$ cat src/assert_macros.svh
// Assertion macros shared by the decoder modules.
// No dependencies; included by files that check their own logic.
`ifndef ASSERT_MACROS_SVH
`define ASSERT_MACROS_SVH
`ifndef SYNTHESIS
`define ASSERT_PROP(label, clk, rst_n, prop, msg) \
    label: assert property (@(posedge clk) disable iff (!rst_n) prop) else $error(msg);
`define ASSERT_NEVER(label, clk, rst_n, expr, msg) \
    label: assert property (@(posedge clk) disable iff (!rst_n) !(expr)) else $error(msg);
`else
`define ASSERT_PROP(label, clk, rst_n, prop, msg)
`define ASSERT_NEVER(label, clk, rst_n, expr, msg)
`endif
`endif

$ cat src/opd_pkg.sv
// Package for the oversampled pad report decoder: sizes, register indexes,
// shared structs and the cell vote function. No dependencies.
package opd_pkg;

    localparam int REPORT_BYTES = 8;
    localparam int IDX_W = (REPORT_BYTES > 1) ? $clog2(REPORT_BYTES) : 1;
    localparam int POS_W = IDX_W + 2;
    localparam logic [POS_W-1:0] LAST_POS = POS_W'(4 * REPORT_BYTES - 1);

    typedef enum logic [1:0] {
        REG_VOTE_THRESHOLD = 2'd0,
        REG_HEADER_PATTERN = 2'd1,
        REG_CENTRE_OFFSET  = 2'd2
    } reg_index_t;

    localparam logic [1:0] VOTE_THRESHOLD_RESET = 2'd2;
    localparam logic [7:0] HEADER_PATTERN_RESET = 8'h11;
    localparam logic [7:0] CENTRE_OFFSET_RESET  = 8'd127;

    typedef struct packed {
        logic [1:0] vote_threshold;
        logic [7:0] header_pattern;
        logic [7:0] centre_offset;
    } cfg_t;

    typedef struct packed {
        logic [7:0] value;
        logic [2:0] position;
        logic       last;
    } result_t;

    function automatic logic cell_vote(input logic [3:0] samples, input logic [1:0] thr);
        logic [2:0] cnt;
        cnt = 3'(samples[0]) + 3'(samples[1]) + 3'(samples[2]) + 3'(samples[3]);
        return cnt > {1'b0, thr};
    endfunction

endpackage

$ cat src/opd_cfg_regs.sv
// Configuration register file of the pad report decoder.
// Depends on opd_pkg for register indexes, reset values and cfg_t.
module opd_cfg_regs
    import opd_pkg::*;
(
    input  logic       clk,
    input  logic       rst_n,
    input  logic       cfg_we,
    input  logic [1:0] cfg_index,
    input  logic [7:0] cfg_data,
    output cfg_t       cfg
);

    cfg_t cfg_reg;
    cfg_t cfg_next;

    always_comb
    begin
        cfg_next = cfg_reg;
        if (cfg_we)
        begin
            case (cfg_index)
                REG_VOTE_THRESHOLD: cfg_next.vote_threshold = cfg_data[1:0];
                REG_HEADER_PATTERN: cfg_next.header_pattern = cfg_data;
                REG_CENTRE_OFFSET:  cfg_next.centre_offset  = cfg_data;
                default:            cfg_next = cfg_reg;
            endcase
        end
    end

    always_ff @(posedge clk or negedge rst_n)
    begin
        if (!rst_n)
        begin
            cfg_reg.vote_threshold <= VOTE_THRESHOLD_RESET;
            cfg_reg.header_pattern <= HEADER_PATTERN_RESET;
            cfg_reg.centre_offset  <= CENTRE_OFFSET_RESET;
        end
        else
        begin
            cfg_reg <= cfg_next;
        end
    end

    assign cfg = cfg_reg;

endmodule

$ cat src/opd_frame_tracker.sv
// Frame position, header check, cell voting and report byte transform.
// Depends on opd_pkg and assert_macros.svh.
`include "assert_macros.svh"
module opd_frame_tracker
    import opd_pkg::*;
(
    input  logic       clk,
    input  logic       rst_n,
    input  cfg_t       cfg,
    input  logic       in_fire,
    input  logic [7:0] sample_byte,
    input  logic       frame_start,
    output logic       res_valid,
    output result_t    res
);

    logic [POS_W-1:0] pos_reg;
    logic [POS_W-1:0] pos_next;
    logic [5:0]       partial_reg;
    logic [5:0]       partial_next;
    logic             rejected_reg;
    logic             rejected_next;

    logic [POS_W-1:0] pos_eff;
    logic [5:0]       part;
    logic [1:0]       cells;
    logic [7:0]       raw_val;
    logic [IDX_W-1:0] idx;

    always_comb
    begin
        pos_eff = frame_start ? '0 : pos_reg;
        rejected_next = (pos_eff == '0) ? (sample_byte != cfg.header_pattern) : rejected_reg;
        part = (pos_eff[1:0] == 2'd0) ? 6'd0 : partial_reg;
        cells = {cell_vote(sample_byte[7:4], cfg.vote_threshold),
                 cell_vote(sample_byte[3:0], cfg.vote_threshold)};
        raw_val = {part, cells};
        idx = pos_eff[POS_W-1:2];

        if (32'(idx) == 2 || 32'(idx) == 4)
            res.value = raw_val + cfg.centre_offset;
        else if (32'(idx) == 3 || 32'(idx) == 5)
            res.value = cfg.centre_offset - raw_val;
        else
            res.value = raw_val;
        res.position = 3'(idx);
        res.last = (32'(idx) == REPORT_BYTES - 1);

        res_valid = in_fire && (pos_eff[1:0] == 2'd3) && !rejected_next;
        partial_next = (pos_eff[1:0] == 2'd3) ? 6'd0 : {part[3:0], cells};
        pos_next = (pos_eff == LAST_POS) ? '0 : pos_eff + 1'b1;
    end

    always_ff @(posedge clk or negedge rst_n)
    begin
        if (!rst_n)
        begin
            pos_reg      <= '0;
            partial_reg  <= '0;
            rejected_reg <= 1'b0;
        end
        else if (in_fire)
        begin
            pos_reg      <= pos_next;
            partial_reg  <= partial_next;
            rejected_reg <= rejected_next;
        end
    end

    `ASSERT_PROP(a_partial_clear_on_byte, clk, rst_n, (pos_reg[1:0] == 2'd0) |-> (partial_reg == 6'd0), "partial bits left at byte boundary")
    `ASSERT_NEVER(a_pos_range, clk, rst_n, pos_reg > LAST_POS, "sample position beyond frame")
    `ASSERT_PROP(a_result_on_fourth, clk, rst_n, res_valid |-> (pos_eff[1:0] == 2'd3), "result off a fourth sample")

endmodule

$ cat src/opd_out_buffer.sv
// Two-entry output buffer: main register plus skid register toward the sink.
// Depends on opd_pkg for result_t and on assert_macros.svh.
`include "assert_macros.svh"
module opd_out_buffer
    import opd_pkg::*;
(
    input  logic    clk,
    input  logic    rst_n,
    input  logic    res_valid,
    input  result_t res,
    output logic    space,
    output logic    out_valid,
    input  logic    out_ready,
    output result_t out_res
);

    logic    main_valid_reg;
    logic    main_valid_next;
    logic    skid_valid_reg;
    logic    skid_valid_next;
    result_t main_reg;
    result_t main_next;
    result_t skid_reg;
    result_t skid_next;
    logic    drain;

    always_comb
    begin
        drain = main_valid_reg && out_ready;
        main_valid_next = main_valid_reg;
        skid_valid_next = skid_valid_reg;
        main_next = main_reg;
        skid_next = skid_reg;
        if (drain)
        begin
            main_valid_next = skid_valid_reg;
            main_next = skid_reg;
            skid_valid_next = 1'b0;
        end
        if (res_valid)
        begin
            if (main_valid_next)
            begin
                skid_valid_next = 1'b1;
                skid_next = res;
            end
            else
            begin
                main_valid_next = 1'b1;
                main_next = res;
            end
        end
    end

    always_ff @(posedge clk or negedge rst_n)
    begin
        if (!rst_n)
        begin
            main_valid_reg <= 1'b0;
            skid_valid_reg <= 1'b0;
        end
        else
        begin
            main_valid_reg <= main_valid_next;
            skid_valid_reg <= skid_valid_next;
        end
    end

    always_ff @(posedge clk)
    begin
        main_reg <= main_next;
        skid_reg <= skid_next;
    end

    assign space     = !skid_valid_reg;
    assign out_valid = main_valid_reg;
    assign out_res   = main_reg;

    `ASSERT_PROP(a_skid_needs_main, clk, rst_n, skid_valid_reg |-> main_valid_reg, "skid holds data ahead of main")
    `ASSERT_NEVER(a_no_overflow, clk, rst_n, res_valid && skid_valid_reg, "result pushed into full buffer")
    `ASSERT_PROP(a_skid_moves_up, clk, rst_n, (skid_valid_reg && out_ready) |=> (main_valid_reg && main_reg == $past(skid_reg)), "skid entry not advanced")

endmodule

$ cat src/oversampled_pad_report_decoder.sv
// Top level of the oversampled pad report decoder.
// Depends on opd_pkg, opd_cfg_regs, opd_frame_tracker and opd_out_buffer.
//
//  channel  | dir | handshake         | payload
//  s_       | in  | s_tvalid/s_tready | tdata: sample_byte; tuser: frame_start
//  m_       | out | m_tvalid/m_tready | tdata: report_value, report_position; tlast
//  cfg_     | in  | cfg_we            | cfg_index, cfg_data
//
// One sample byte per cycle while s_tready is high; every fourth byte of
// an accepted frame yields a report byte on m_ in the next cycle when the buffer is empty.
// s_tready depends only on the skid register, so inputs flow while a result waits.
// Reset clears frame position, partial bits, rejection flag and buffer valids.
// A stalled sink holds two results before s_tready drops.
module oversampled_pad_report_decoder
    import opd_pkg::*;
(
    input  logic        clk,
    input  logic        rst_n,
    input  logic        s_tvalid,
    output logic        s_tready,
    input  logic [7:0]  s_tdata,   // [7:0] sample_byte
    input  logic        s_tuser,   // [0] frame_start
    output logic        m_tvalid,
    input  logic        m_tready,
    output logic [15:0] m_tdata,   // [7:0] report_value, [10:8] report_position, rest 0
    output logic        m_tlast,
    input  logic        cfg_we,
    input  logic [1:0]  cfg_index,
    input  logic [7:0]  cfg_data
);

    cfg_t    cfg;
    logic    in_fire;
    logic    res_valid;
    result_t res;
    result_t out_res;
    logic    space;

    opd_cfg_regs u_cfg (
        .clk       (clk),
        .rst_n     (rst_n),
        .cfg_we    (cfg_we),
        .cfg_index (cfg_index),
        .cfg_data  (cfg_data),
        .cfg       (cfg)
    );

    assign s_tready = space;
    assign in_fire  = s_tvalid && space;

    opd_frame_tracker u_tracker (
        .clk         (clk),
        .rst_n       (rst_n),
        .cfg         (cfg),
        .in_fire     (in_fire),
        .sample_byte (s_tdata),
        .frame_start (s_tuser),
        .res_valid   (res_valid),
        .res         (res)
    );

    opd_out_buffer u_out (
        .clk       (clk),
        .rst_n     (rst_n),
        .res_valid (res_valid),
        .res       (res),
        .space     (space),
        .out_valid (m_tvalid),
        .out_ready (m_tready),
        .out_res   (out_res)
    );

    assign m_tdata = {5'd0, out_res.position, out_res.value};
    assign m_tlast = out_res.last;

endmodule

$ cat config.mk
export PLATFORM = sky130hd
export DESIGN_NAME = oversampled_pad_report_decoder
export DESIGN_NICKNAME = d
export VERILOG_FILES = /design/src/opd_pkg.sv /design/src/opd_cfg_regs.sv /design/src/opd_frame_tracker.sv /design/src/opd_out_buffer.sv /design/src/oversampled_pad_report_decoder.sv
export VERILOG_INCLUDE_DIRS = /design/src /design/src/src
export SDC_FILE = /design/constraint.sdc
export NUM_CORES = 1
export LEC_CHECK = 0
export BUFFER_PORTS_ARGS = -buffer_cell sky130_fd_sc_hd__buf_2
export CELL_PAD_IN_SITES_DETAIL_PLACEMENT = 1
export CELL_PAD_IN_SITES_GLOBAL_PLACEMENT = 1
export CORE_ASPECT_RATIO = 1.25
export CORE_MARGIN = 2
export CORE_UTILIZATION = 34
export CTS_BUF_LIST = sky130_fd_sc_hd__clkbuf_4 sky130_fd_sc_hd__clkbuf_8
export CTS_CLUSTER_DIAMETER = 120
export CTS_CLUSTER_SIZE = 28
export DETAILED_ROUTE_END_ITERATION = 8
export PLACE_DENSITY = 0.7
export SYNTH_ARGS = -nofsm -noshare
export SYNTH_HDL_FRONTEND = slang
export SYNTH_SLANG_ARGS = --single-unit
$ cat constraint.sdc
create_clock -name clk -period 4.6 [get_ports clk]
set_input_delay 0.92 -clock clk [delete_from_list [all_inputs] [get_ports clk]]
set_output_delay 0.92 -clock clk [all_outputs]
set_load 0.01 [all_outputs]
==> results of run 1 <==
[cells in the mapped netlist (all sizes together) (2+ instances only)]
cell    instances  area share
buf            12       0.028
nand2b          6       0.011
a31oi           3      0.0055
o22ai           3      0.0074
a22o            2      0.0052
mux2i          13       0.038
a21oi          24       0.036
nor4            2      0.0037
o21a            3      0.0066
o21bai          2      0.0044
nand4           2      0.0037
a22oi           2      0.0044
clkbuf          4      0.0044
o31ai           6       0.013
dfrtp          22        0.16
fa              6       0.035
dfstp          10       0.077
nand3b          3      0.0066
xor2            9       0.025
o21ai          10       0.015
a221o           2      0.0059
inv            28       0.031
xnor2           5       0.013
ha             23       0.085
and3            3      0.0055
nor3            5      0.0074
mux2           17       0.056
nand2          28       0.035
dfxtp          12       0.071
a221oi          2      0.0052
o211ai          2      0.0059
o221ai          2      0.0052
nor2           18       0.021
nand3           8       0.012
edfxtp         12        0.11
nor2b           8       0.015
[power breakdown]
part	switching, mW	internal, mW
Clock	0.157	0.118
Sequential	0.0636	0.617
Combinational	0.300	0.242
Total	0.520	0.978
[per-layer routing]
layer  part of all wire  global-route usage  vias to the layer above
met1               0.43              0.1808                     1232
met2               0.51              0.2743                       46
met3              0.034             0.02796                       13
met4              0.021             0.05686                        0
li1                   -                   -                     1209
met5                  0                   0                        -
[worst max path at each step]
| stage | slack, ns | to | from |
|---|---|---|---|
| 3_3_place_gp | 0.23 | u_out.out_res[10]$_DFF_P_ | s_tdata[0] |
| 5_1_grt | 0.07 | u_out.out_res[10]$_DFF_P_ | s_tdata[0] |
| 3_5_place_dp | 0.06 | u_out.out_res[10]$_DFF_P_ | s_tdata[0] |
| 2_1_floorplan | 0.54 | u_out.out_res[10]$_DFF_P_ | s_tdata[4] |
| 4_1_cts | 0.40 | u_out.out_res[10]$_DFF_P_ | s_tdata[0] |
| 6_report | 0.41 | u_out.out_res[10]$_DFF_P_ | s_tdata[0] |
[placed cells by master (no fill, tap or decap), types with 6 or more instances in the layout]
| cell | n |
|---|---|
| dfrtp_1 | 22 |
| o21ai_0 | 9 |
| mux2i_1 | 13 |
| dfstp_2 | 10 |
| xor2_1 | 8 |
| ha_1 | 23 |
| a21oi_1 | 23 |
| o31ai_1 | 6 |
| mux2_2 | 17 |
| fa_1 | 6 |
| edfxtp_1 | 12 |
| buf_2 | 37 |
| nor2_1 | 16 |
| nand2_1 | 25 |
| dfxtp_1 | 12 |
| nor2b_1 | 8 |
| nand3_1 | 8 |
| nand2b_1 | 6 |
| inv_1 | 28 |
[worst reg2reg max path, stage by stage (launching register included)]
cell and delay (ns):
dfstp_2 0.57, inv_1 0.07, fa_1 0.51, a31oi_1 0.09
a31oi_1 0.26, inv_1 0.17, fa_1 0.47, o21bai_1 0.15
a21oi_1 0.13, o31ai_1 0.29, o221ai_1 0.17, a22oi_1 0.20
nor2_1 0.08, a21oi_1 0.12
[cells by family after synthesis]
logic type                 after synthesis
xor gates and xnor gates                14
AOI/OAI and AO/OA                       69
other                                    1
buffers and inverters                   44
adders and majority gates               29
DFF                                     56
muxes                                   30
and+or+nand+nor                         87
[stage by stage]
step	utilization	instance area, um^2
after global placement	0.3791	3662
after CTS	0.3882	3750
after global routing	0.3882	3750
final	0.3882	3750
after detailed placement	0.3791	3662
after floorplan	-	3413
[cell type report]
| cell class | count | area [um^2] |
|---|---|---|
| timing repair buffer | 39 | 200.2 |
| clock inverter | 1 | 3.754 |
| tap | 126 | 157.7 |
| sequential | 56 | 1414 |
| clock buffer | 7 | 83.83 |
| fill | 1097 | 5909 |
| multi-input combinational | 234 | 1785 |
| inverter | 28 | 105.1 |
==> impl_metrics.env, run 1 <==
export IMPL_synth_xor_area_share=0.03829
export IMPL_r2r_start="u_cfg.cfg[17]$_DFFE_PN1P_"
export IMPL_start_util=0.3518
export IMPL_slowest_delay_ns=0.42
export IMPL_drv_slew=0
export IMPL_firstDrtPassIters=4
export IMPL_seq_area_frac_synth=0.4161
export IMPL_synth_flop_cell="dfrtp_1"
export IMPL_fin_setup_tns_ns=0
export IMPL_crit_cells=18
export IMPL_die_h_um=115.8
export IMPL_grt_pass1_vias=2682
export IMPL_irDropWorstVdd_mv=0.1404
export IMPL_ys_ff_latch=56
export IMPL_hold_viol=0
export IMPL_worst_path_dominant_cell_family="adder cells"
export IMPL_period_needed_ns=4.195
export IMPL_timing_reg2reg_setup_slack_ns=1.27
export IMPL_core_mm2=0.009659
export IMPL_path_clk_slew_ns=0.10
export IMPL_cts_tree="built"
export IMPL_setup_violations=0
export IMPL_drv_cap=0
export IMPL_numCtsBuffers=5
export IMPL_drt_wl_total_mm=7.740
export IMPL_antenna_found_initial=0
export IMPL_cts_resized=0
export IMPL_hpwl_mm=6.212
export IMPL_fin_nets=417
export IMPL_synthMuxAreaShare=0.09462
export IMPL_clk_latency_ns=0.31
export IMPL_postSynth_asyncResetShare=0.5714
export IMPL_cp_data_required_time_ns=4.85
export IMPL_rows=40
export IMPL_synth_edf_count=12
export IMPL_reg2reg_depth=13
export IMPL_tightest_slew_ns=0.7412
export IMPL_rr_endpoint="u_out.out_res[10]$_DFF_P_"
export IMPL_drive_gt1_frac=0.2301
export IMPL_crit_buf_inv=4
export IMPL_netlist_area_mm2=0.003398
export IMPL_pre_cts_slack_ns=0.05809
export IMPL_cellPowerDensity_mw_per_mm2=399.3
export IMPL_viasPerCell=5.092
export IMPL_io_pins=43
export IMPL_rsz0062_at_grt="no"
export IMPL_port_buffers=37
export IMPL_total_power_mw=1.497
export IMPL_drc_errors=0
export IMPL_synth_fa_ha_area_frac=0.1200
export IMPL_period_share=0.9119
export IMPL_synth_top_family_by_area="compound AO/OA/AOI/OAI gates"
export IMPL_hold_path_class="flip-flop to flip-flop"
export IMPL_die_area_mm2=0.01082
export IMPL_grt_pass1_wl_mm=12.92
export IMPL_clock_path_buffers=2
export IMPL_timing_fmax_mhz=238.4
export IMPL_place_congestion=0.8118
export IMPL_p_leak_nw=1.790
export IMPL_synth_area_per_cell_um2=10.30
export IMPL_fp_dieW_um=93.42
export IMPL_grt_overflow_total=0
export IMPL_vias=2500
export IMPL_synthSimpleGateAreaFrac=0.1289
export IMPL_path_class="input port to flip-flop"
export IMPL_min_delay_start="u_tracker.partial_reg[2]$_DFFE_PN0P_"
export IMPL_diodes=0
export IMPL_arrival_ns=4.44
export IMPL_drt_iter0_markers=121
export IMPL_hold_path_cell_count=2
export IMPL_outcome="finished clean"
export IMPL_grt_max_degree=33
export IMPL_yosysWarningCount=0
export IMPL_relSlewSlack=0.5059
export IMPL_skew_ns=0.007926
export IMPL_fin_ws_ns=0.4052
export IMPL_synth_compound_area_frac=0.1381
export IMPL_wl_per_cell_um=15.76
export IMPL_final_antenna_net_count=0
export IMPL_path_cells="buf_2, ha_1, fa_1, inv_1, fa_1, o31ai_1, nand2_1, inv_1, ha_1, inv_1, fa_1, o21bai_1, a21oi_1, o31ai_1, o221ai_1, a22oi_1, nor2_1, a21oi_1"
export IMPL_worst_hold_path_endpoint="u_tracker.partial_reg[2]$_DFFE_PN0P_"
export IMPL_crit_slowest_cell="fa_1"
export IMPL_timing_hold_ws_ns=0.4882
export IMPL_path_max_fanout=3
export IMPL_instances_no_fill=491
export IMPL_crit_path_start_kind="input port"
export IMPL_placed_cells=483
export IMPL_clockRootBuffer="clkbuf_8"
export IMPL_cts_hold_buf=0
export IMPL_cts_setup_buffers=0
export IMPL_cp_end_kind="flip-flop"
export IMPL_h_tree_depth=2
export IMPL_largest_register_ffs=18
export IMPL_clock_sinks=56
export IMPL_synthToLayoutAreaGrowth_pct=10.35
export IMPL_synth_cells=330
export IMPL_yosysUniqueCellTypes=57
export IMPL_grt_usage=0.1526
(Power assumes the default switching activity.)
==> run 2: changes to the inputs <==
PLACE_DENSITY = 0.73   (was 0.7)
==> impl_metrics.env, run 2 (synthesized netlist as in run 1, its figures left out) <==
export IMPL_core_mm2=0.009659
export IMPL_diodes=0
export IMPL_path_clk_slew_ns=0.10
export IMPL_fin_nets=417
export IMPL_die_area_mm2=0.01082
export IMPL_comb_power_share=0.349
export IMPL_synthToLayoutAreaGrowth_pct=11.34
export IMPL_drc_errors=0
export IMPL_h_tree_depth=2
export IMPL_final_fill_count=1103
export IMPL_cts_resized=0
export IMPL_cellPowerDensity_mw_per_mm2=414.9
export IMPL_arrival_ns=4.54
export IMPL_r2r_start="u_cfg.cfg[17]$_DFFE_PN1P_"
export IMPL_regArea_mm2=0.001414
export IMPL_firstDrtPassIters=4
export IMPL_rr_endpoint="u_out.out_res[10]$_DFF_P_"
export IMPL_grt_pass1_wl_mm=12.75
export IMPL_period_share=0.9327
export IMPL_met2_usage=0.2715
export IMPL_grt_usage=0.1482
export IMPL_hold_path_class="flip-flop to flip-flop"
export IMPL_busiest_layer="met2"
export IMPL_switching_share=0.3386
export IMPL_place_congestion=0.7925
export IMPL_clk_latency_ns=0.31
export IMPL_cp_data_required_time_ns=4.85
export IMPL_cts_setup_buffers=0
export IMPL_p_int_mw=1.038
export IMPL_grt_max_degree=33
export IMPL_rsz0062_at_grt="no"
export IMPL_antenna_found_initial=0
export IMPL_multiInputGateArea_mm2=0.001785
export IMPL_power_frac_seq=0.432
export IMPL_outcome="finished clean"
export IMPL_fin_ws_ns=0.3095
export IMPL_drive_gt1_frac=0.2329
export IMPL_io_pins=43
export IMPL_crit_path_start_kind="input port"
export IMPL_clock_sinks=56
export IMPL_drv_cap=0
export IMPL_cp_end_kind="flip-flop"
export IMPL_hpwl_mm=6.160
export IMPL_wl_per_cell_um=15.81
export IMPL_pre_cts_slack_ns=0.008021
export IMPL_instances_no_fill=491
export IMPL_hold_path_cell_count=2
export IMPL_clock_path_buffers=2
export IMPL_clockPowerShare=0.218
export IMPL_tightest_slew_ns=0.7231
export IMPL_vias=2505
export IMPL_timing_reg2reg_setup_slack_ns=1.19
export IMPL_grt_util_met3=0.02341
export IMPL_fin_setup_tns_ns=0
export IMPL_crit_start="s_tdata[0]"
export IMPL_cts_tree="built"
export IMPL_period_needed_ns=4.291
export IMPL_port_buffers=37
export IMPL_viasPerCell=5.102
export IMPL_drt_iter0_markers=127
export IMPL_hold_viol=0
export IMPL_grt_overflow_total=0
export IMPL_die_h_um=115.8
export IMPL_rows=40
export IMPL_grt_met1_usage=0.1771
export IMPL_placed_cells=483
export IMPL_setup_worst_path_end="u_out.out_res[10]$_DFF_P_"
export IMPL_numCtsBuffers=5
export IMPL_timing_hold_ws_ns=0.4915
export IMPL_irDropWorstVdd_mv=0.1458
export IMPL_drt_wl_total_mm=7.763
export IMPL_clockRootBuffer="clkbuf_8"
export IMPL_grt_pass1_vias=2618
export IMPL_drv_slew=0
export IMPL_cts_hold_buf=0
export IMPL_setup_violations=0
export IMPL_path_class="input port to flip-flop"
export IMPL_fp_dieW_um=93.42
export IMPL_fin_util=0.3917
export IMPL_relSlewSlack=0.5179
export IMPL_p_sw_uw=531.6
export IMPL_reg2reg_depth=13
export IMPL_final_antenna_net_count=0
export IMPL_layout_common_cells="buf_2 (37), inv_1 (28), nand2_1 (25), a21oi_1 (23), ha_1 (23)"
export IMPL_p_leak_nw=1.804
export IMPL_timing_fmax_mhz=233.1
export IMPL_largest_register_ffs=18
export IMPL_path_max_fanout=3
export IMPL_mostFrequentLayoutCell="buf_2"
export IMPL_start_util=0.3518
export IMPL_skew_ns=0.008654
run 2: how the worst min path moves through the flow:
stage / startpoint / to
after floorplan: u_tracker.partial_reg[4]$_DFFE_PN0P_ / u_tracker.partial_reg[4]$_DFFE_PN0P_
after global placement: u_tracker.partial_reg[4]$_DFFE_PN0P_ / u_tracker.partial_reg[4]$_DFFE_PN0P_
after detailed placement: u_tracker.partial_reg[5]$_DFFE_PN0P_ / u_tracker.partial_reg[5]$_DFFE_PN0P_
after CTS: u_tracker.partial_reg[3]$_DFFE_PN0P_ / u_tracker.partial_reg[3]$_DFFE_PN0P_
after global routing: u_tracker.partial_reg[4]$_DFFE_PN0P_ / u_tracker.partial_reg[4]$_DFFE_PN0P_
final: u_tracker.partial_reg[3]$_DFFE_PN0P_ / u_tracker.partial_reg[3]$_DFFE_PN0P_
run 2: stage by stage:
| step | cell area, um^2 | power, mW |
|---|---|---|
| floorplan | 3413 | 1.059 |
| global placement | 3662 | 1.203 |
| detailed placement | 3662 | 1.243 |
| CTS | 3784 | 1.592 |
| global route | 3784 | 1.672 |
| finish | 3784 | 1.570 |
run 2: power groups by stage:
stage	Sequential [mW]	Combinational [mW]	Clock, mW
6_report	0.679	0.548	0.343
5_1_grt	0.691	0.606	0.374
4_1_cts	0.680	0.555	0.357
3_5_place_dp	0.691	0.551	0
3_3_place_gp	0.684	0.518	0
2_1_floorplan	0.699	0.360	0
run 2: worst max-delay path, stage by stage:
cell,delay [ns]
buf_2,0.11
ha_1,0.31
fa_1,0.39
inv_1,0.09
fa_1,0.42
o31ai_1,0.24
nand2_1,0.11
inv_1,0.11
ha_1,0.16
inv_1,0.05
fa_1,0.43
o21bai_1,0.17
a21oi_1,0.13
o31ai_1,0.31
o221ai_1,0.18
a22oi_1,0.20
nor2_1,0.07
a21oi_1,0.12
run 2: layout make-up:
| class | instances | share of cell area |
|---|---|---|
| Multi-Input combinational cell | 234 | 0.4719 |
| Sequential cell | 56 | 0.3737 |
| Timing Repair Buffer | 39 | 0.05291 |
| Tap cell | 126 | 0.04167 |
| Inverter | 28 | 0.02778 |
| Clock buffer | 6 | 0.02183 |
| Clock inverter | 2 | 0.01025 |
run 2: metal layers:
| metal | part of all wire | wire length, um |
|---|---|---|
| met1 | 0.43 | 3363 |
| met2 | 0.52 | 4048 |
| met3 | 0.033 | 254 |
| met4 | 0.012 | 97 |
| met5 | 0 | 0 |
